===== config.mk =====
export PLATFORM = sky130hd
export DESIGN_NAME = blag_glyph
export DESIGN_NICKNAME = d
export VERILOG_FILES = /design/src/blag_pkg.sv /design/src/blag_glyph.sv
export SDC_FILE = /design/constraint.sdc
export NUM_CORES = 1
export LEC_CHECK = 0
export BUFFER_PORTS_ARGS = -buffer_cell sky130_fd_sc_hd__buf_2
export CAP_MARGIN = 25
export CELL_PAD_IN_SITES_DETAIL_PLACEMENT = 0
export CELL_PAD_IN_SITES_GLOBAL_PLACEMENT = 1
export CORE_UTILIZATION = 47
export DETAILED_ROUTE_END_ITERATION = 6
export PLACE_DENSITY = 0.93
export SYNTH_ARGS = -nofsm -noshare
export SYNTH_HDL_FRONTEND = slang
export SYNTH_SLANG_ARGS = --single-unit
export TNS_END_PERCENT = 100

===== constraint.sdc =====
create_clock -name clk -period 1.5 [get_ports clk]
set_clock_uncertainty 0.1 [all_clocks]
set_input_delay 0.3 -clock clk [delete_from_list [all_inputs] [get_ports clk]]
set_output_delay 0.3 -clock clk [all_outputs]
set_load 0.005 [all_outputs]

===== src/blag_pkg.sv =====
// Shared types and constants for the luma ASCII glyph block.
package blag_pkg;

	// Field widths
	localparam int COLOR_W   = 8;
	localparam int PSUM_W    = COLOR_W + 1;
	localparam int TOTAL_W   = COLOR_W + 2;
	localparam int GLYPH_W   = 7;
	localparam int BCOL_W    = 11;
	localparam int ROW_W_W   = 13;
	localparam int LUMA_W    = 18;
	localparam int LUMA_SHIFT = 15;
	localparam int RAMP_N    = 8;
	localparam int RAMP_IDX_W = 3;

	localparam int ROW_W_RESET = 640;

	// Luma weights in units of 1/256 (.27 / .67 / .06)
	localparam logic [7:0] WEIGHT_R = 8'd69;
	localparam logic [7:0] WEIGHT_G = 8'd172;
	localparam logic [7:0] WEIGHT_B = 8'd15;

	// Brightness ramp: ' ' '.' ':' 'o' 'O' '8' '#' '@'
	localparam logic [GLYPH_W-1:0] RAMP [RAMP_N] = '{
		7'd32, 7'd46, 7'd58, 7'd111, 7'd79, 7'd56, 7'd35, 7'd64
	};

	// Three pair sums of one horizontal pixel pair
	typedef struct packed {
		logic [PSUM_W-1:0] r;
		logic [PSUM_W-1:0] g;
		logic [PSUM_W-1:0] b;
	} pair_sum_t;

	// Stage 1 contents handed from the line buffer to the glyph stage
	typedef struct packed {
		logic              valid;
		pair_sum_t         sums;
		logic [BCOL_W-1:0] bcol;
		logic              done;
	} blag_s1_t;

	// One finished result
	typedef struct packed {
		logic [BCOL_W-1:0]  bcol;
		logic [COLOR_W-1:0] b_avg;
		logic [COLOR_W-1:0] g_avg;
		logic [COLOR_W-1:0] r_avg;
		logic [GLYPH_W-1:0] glyph;
		logic               done;
	} blag_result_t;

endpackage


===== src/blag_glyph.sv =====
// Block totals, luma weighting, glyph lookup and the output register.
module blag_glyph (
	input  logic                   clk,
	input  logic                   arst_n,
	input  logic                   adv,
	input  blag_pkg::blag_s1_t     s1,
	input  blag_pkg::pair_sum_t    line_rd,
	output logic                   res_valid,
	output blag_pkg::blag_result_t res
);
	import blag_pkg::*;

	logic [TOTAL_W-1:0] rt;
	logic [TOTAL_W-1:0] gt;
	logic [TOTAL_W-1:0] bt;
	logic [LUMA_W-1:0]  luma;

	logic               valid_s2;
	logic [TOTAL_W-1:0] rt_s2;
	logic [TOTAL_W-1:0] gt_s2;
	logic [TOTAL_W-1:0] bt_s2;
	logic [LUMA_W-1:0]  luma_s2;
	logic [BCOL_W-1:0]  bcol_s2;
	logic               done_s2;

	logic               valid_q;
	blag_result_t       res_q;

	// Add the stored pair to the current pair and weight the totals
	always_comb begin
		rt   = TOTAL_W'(s1.sums.r) + TOTAL_W'(line_rd.r);
		gt   = TOTAL_W'(s1.sums.g) + TOTAL_W'(line_rd.g);
		bt   = TOTAL_W'(s1.sums.b) + TOTAL_W'(line_rd.b);
		luma = LUMA_W'(rt) * LUMA_W'(WEIGHT_R)
		     + LUMA_W'(gt) * LUMA_W'(WEIGHT_G)
		     + LUMA_W'(bt) * LUMA_W'(WEIGHT_B);
	end

	// Stage 2 register
	always_ff @(posedge clk or negedge arst_n) begin
		if (!arst_n) begin
			valid_s2 <= 1'b0;
		end else if (adv) begin
			valid_s2 <= s1.valid;
		end
	end

	always_ff @(posedge clk) begin
		if (adv) begin
			rt_s2   <= rt;
			gt_s2   <= gt;
			bt_s2   <= bt;
			luma_s2 <= luma;
			bcol_s2 <= s1.bcol;
			done_s2 <= s1.done;
		end
	end

	// Output register: hold while the consumer stalls
	always_ff @(posedge clk or negedge arst_n) begin
		if (!arst_n) begin
			valid_q <= 1'b0;
		end else if (adv) begin
			valid_q <= valid_s2;
		end
	end

	always_ff @(posedge clk) begin
		if (adv) begin
			res_q.glyph <= RAMP[luma_s2[LUMA_SHIFT +: RAMP_IDX_W]];
			res_q.r_avg <= rt_s2[TOTAL_W-1:2];
			res_q.g_avg <= gt_s2[TOTAL_W-1:2];
			res_q.b_avg <= bt_s2[TOTAL_W-1:2];
			res_q.bcol  <= bcol_s2;
			res_q.done  <= done_s2;
		end
	end

	assign res_valid = valid_q;
	assign res       = res_q;

endmodule


# After elaboration in Yosys (flattened, before gate mapping)
# Memory sizes are Yosys's and may differ from the RTL's. A register that Yosys moved wholly into a read port is not among the register bits.
# Cells that the tools add are included.
[totals]
n_memories = 1
romBits = 56
in_bits = 70
ff_bits = 98
output_inout_bits = 44
[mem_list]
columns = ["name", "depth", "width", "rd", "rd_ports_with_merged_regs", "write_ports", "line", "source"]
rows = [
  ["(name not given)", 8, 7, 1, 1, 0, "blag_glyph.sv:70", "res_q.glyph <= RAMP[luma_s2[LUMA_SHIFT +: RAMP_IDX_W]];"],
]
[op_classes]
multipliers = 3
n_addsub = 5
bitwise = 1
[ops]
columns = ["operator", "n"]
rows = [
  ["9-bit by 9-bit adder with 10-bit output", 3],
  ["17-bit by 18-bit adder with 18-bit output", 1],
  ["18-bit by 14-bit adder with 18-bit output", 1],
  ["10-bit by 7-bit multiplier with 17-bit output, second input constant", 1],
  ["10-bit by 6-bit multiplier with 16-bit output, second input constant", 1],
  ["10-bit by 4-bit multiplier with 14-bit output, second input constant", 1],
  ["3-bit inverter with 4-bit output", 1],
]

# Logic depth before layout (Yosys ltp)
[logic_depth]
ltp_word = 4
mapped_depth = 33

# Worst setup path after synthesis
# Ideal clock, no wire load.
[synth_timing]
kind = "input to register"
from = "input s1[21] (netlist bit)"
to = "register luma_s2[17] (data pin)"
cell_stages = 32
t_arrival_ns = 7.072
path_slack_ns = -5.935
path_buffers = 0
path_cell_list = "ha_1 -> fa_1 -> a21o_1 -> a21oi_1 -> nor2b_1 -> o21a_1 -> nor2_1 -> xnor2_1 -> ha_1 -> fa_1 -> inv_1 -> fa_1 -> inv_1 -> ha_1 -> o21a_1 -> o31a_1 -> a21oi_1 -> ha_1 -> inv_1 -> fa_1 -> inv_1 -> fa_1 -> inv_1 -> fa_1 -> inv_1 -> ha_1 -> and4_1 -> a41oi_1 -> o21ai_1 -> or4_1 -> nand3_1 -> xor2_1"
[synth_between]
elab_chain_cells = 4
[synth_rtl]
columns = ["item", "line", "source"]
rows = [
  ["from (decl)", "blag_glyph.sv:6", "input blag_pkg::blag_s1_t s1,"],
  ["9-bit by 9-bit adder with 10-bit output", "blag_glyph.sv:32", "gt = TOTAL_W'(s1.sums.g) + TOTAL_W'(line_rd.g);"],
  ["via gt[6]", "blag_glyph.sv:14", "logic [TOTAL_W-1:0] gt;"],
  ["10-bit by 6-bit multiplier with 16-bit output", "blag_glyph.sv:35", "+ LUMA_W'(gt) * LUMA_W'(WEIGHT_G)"],
  ["17-bit by 18-bit adder with 18-bit output", "blag_glyph.sv:35", ""],
  ["18-bit by 14-bit adder with 18-bit output", "blag_glyph.sv:36", "+ LUMA_W'(bt) * LUMA_W'(WEIGHT_B);"],
  ["via luma[17]", "blag_glyph.sv:16", "logic [LUMA_W-1:0] luma;"],
  ["to (signal assigned)", "blag_glyph.sv:53", "luma_s2 <= luma;"],
  ["to (decl)", "blag_glyph.sv:22", "logic [LUMA_W-1:0] luma_s2;"],
]
# The timed path passes the listed nets, and every way through them passes these cells.
# A chain may end at the register's enable or synchronous reset.

# Worst setup path after layout
# Ends and elaborated chain as after synthesis.

==> run metrics <==
PortBufs=113; Tmin final=7.092 ns; crit path max fanout=4; Layout Utilization=0.6702; Clock Tree Buf Depth=2; initial antenna violation count=0; layout cells sized above 1=0.3901; Vias=5053; number of diodes=0; WL/cell=14.89 um; Syn Nets=839; die height=124.2 um; largest net degree at the start of global routing=56; first-pass GRT wire length=24470 um; DRC errors left=0; worst path arrival time=7.08 ns; WL final=15070 um; Std-Cell Rows=44; non-filler instance count after layout=1012; Area contributors post-synth=edfxtp_1 (35%), ha_1 (22%), fa_1 (19%); flop2flop setup slack=0.13 ns; 1st-iter DRT viols=275; Top Family by Delay on Critical Path=adder cells; Worst Hold End=bcol_s2[9]; ANT nets after route=0; Worst slew margin=0.7343; Num CTS Buffers=9; Tcrit/Tclk final=4.728; FMAX=141.0 MHz; Fin. Hold Viols=0; CP endpoint kind=flip-flop; number of setup violations in the final report=21; Max Slew Vio Count=0; vias in the first global route=5432; Tot GR Track Use=0.2069; Yosys top cell area share=0.3510; CTS tree=yes; total gr overflow=0; Root Driver=clkbuf_16; WS Path Type=input pin to flip-flop; DIE AREA=15420 um2; YS warnings=0; Least-Margin Pin Slew=0.3958 ns; fraction of the mapped netlist area in compound gates=0.07669; Synth cell types=39; post-synthesis sequential area ratio=0.3581; Sum Neg Setup Slack=-23.54 ns; synthesized instance count=579; HP Start=s1[10]; violated checks=negative setup slack; post-DP HPWL=11810 um; Simple-Gate Fraction of Synth Area=0.04066; status=finished, violations left; DIE WIDTH=124.2 um; worst hold slack=0.02955 ns; clk slew on worst S/H paths=0.07 ns; max incr delay on CP=0.54 ns; maxcap violations=0; hold path cells=1; Post-Synth Adder-Cell Area=0.4106; synth-to-layout area growth=38.84%; Inst Count DP=980; Core ar.=14530 um2; Netlist Area Pre-Place=7015 um2; Initial Util=0.4827; worst skew pair latency=0.34 ns; final setup margin=-5.592 ns; DR vias/cell=4.993; Final nets=1083; main combinational cell family by area after synthesis=adder cells; cell taking the most area after synthesis=edfxtp_1; start of the worst register-to-register path=luma_s2[15]; FILL cells=1005; DRT Pass-1 Iters=5; xor/xnor share of the synthesized area=0.04120; worst path bufs/invs=7; CTS Sinks=84; kind of start point of the critical path=input pin; htree depth=3; I/O pin cnt=114; Worst Path Required=1.49 ns; FF-to-FF End=res[6]; CP max-delay cell=fa_1; syn avg cell area=12.12 um2; Yosys reg bits=84; mux cell area share after synthesis=0.004815; GP Congestion=0.8753; length in cells of the worst reg-to-reg path=3; unrepaired setup endpoints after global routing=yes; HP Class=input pin to flip-flop
-- cells in the final DEF (no fill, tap or decap), types with 4 or more instances in the layout --
| cell | count |
|---|---|
| o21ai_1 | 4 |
| buf_6 | 25 |
| o21a_1 | 10 |
| buf_8 | 4 |
| edfxtp_1 | 82 |
| xnor2_1 | 6 |
| a21oi_1 | 10 |
| nand2_1 | 11 |
| inv_1 | 122 |
| o21ai_0 | 9 |
| clkbuf_16 | 9 |
| xnor2_4 | 5 |
| ha_4 | 9 |
| ha_1 | 113 |
| buf_4 | 102 |
| fa_1 | 64 |
| inv_2 | 5 |
| a21o_1 | 10 |
| a21oi_2 | 13 |
| xor2_1 | 11 |
| nor2_1 | 18 |
| xnor2_2 | 8 |
| nor2b_1 | 8 |
| buf_2 | 100 |
| nor3_1 | 7 |
-- worst max path at each step --
stage,startpoint,to,cells after the start
floorplan,s1[21],luma_s2[17],32
global placement,s1[21],luma_s2[17],32
global route,s1[21],luma_s2[17],34
finish,s1[21],luma_s2[17],32
CTS,s1[21],luma_s2[17],33
detailed placement,s1[21],luma_s2[17],32
-- through the flow --
stage          area [um2]  worst slack (ns)
2_1_floorplan        7308            -5.587
3_3_place_gp         8900            -5.880
3_5_place_dp         8900            -6.049
4_1_cts              9574            -5.505
5_1_grt              9741            -5.871
6_report             9741            -5.592
-- logic make-up (layout without fill, tap and decap cells) --
| kind of cell | count (synthesis) | after routing |
|---|---|---|
| buffers and inverters | 127 | 376 |
| adder cells (fa/ha/maj) | 190 | 190 |
| flip-flops | 84 | 84 |
| AO/OA/AOI/OAI | 82 | 82 |
| multiplexers | 3 | 3 |
| XOR/XNOR | 33 | 33 |
| AND/OR/NAND/NOR | 60 | 60 |
-- what timing repair did --
item,4_1_cts,5_1_grt
hold buffers,1,0
setup endpoints to repair,21,23
buffers inserted,12,12
resized for setup,53,28
pin swaps,28,26
endpoints found under the hold margin,2,0
gates cloned,0,0
-- layer usage --
| metal | share of wire | vias to the layer above | global-route usage |
|---|---|---|---|
| li1 | - | 2437 | - |
| met2 | 0.54 | 115 | 0.3816 |
| met4 | 0.028 | 0 | 0.07961 |
| met5 | 0 | - | 0 |
| met1 | 0.40 | 2463 | 0.2409 |
| met3 | 0.032 | 38 | 0.02885 |
-- flip-flops by register name, indices dropped and copies added (netlist names) --
| signal | cells |
|---|---|
| bcol_s2 | 11 |
| res | 43 |
| valid_s2 | 1 |
| bt_s2 | 8 |
| luma_s2 | 3 |
| gt_s2 | 8 |
| done_s2 | 1 |
| res_valid | 1 |
| rt_s2 | 8 |
-- area by class of cell --
type	count	area (um2)	share of cell area
Clock inverter	7	107.6	0.01105
Multi-Input combinational cell	368	4551	0.4672
Clock buffer	9	225.2	0.02312
Timing Repair Buffer	233	1638	0.1681
Sequential cell	84	2512	0.2579
Tap cell	184	230.2	0.02364
Inverter	127	476.7	0.04894
-- cells in the mapped netlist --
master / number
o21ai_1: 9
a211oi_1: 3
and4_1: 1
or2_2: 1
a22oi_1: 1
inv_1: 127
ha_1: 123
a21o_1: 10
nor2_1: 22
o21ai_0: 10
fa_1: 67
or2_1: 1
o41a_1: 1
o31a_1: 2
o41ai_2: 1
nand2b_1: 2
o21bai_1: 1
or4_1: 1
nand2_1: 11
mux2_2: 3
nor3_1: 8
xor2_1: 14
xnor2_1: 19
nand3_1: 1
edfxtp_1: 82
dfrtp_1: 2
nor2b_1: 9
o211ai_1: 2
a21oi_2: 3
o21a_1: 11
or3_1: 1
and3_1: 1
nand4_1: 1
a21oi_1: 21
a31oi_1: 2
a211o_1: 1
o41ai_1: 2
a41oi_1: 1
a31o_1: 1
Power is not shown: default switching activity piles up to over one toggle a cycle in this logic, so the estimate is an artifact.
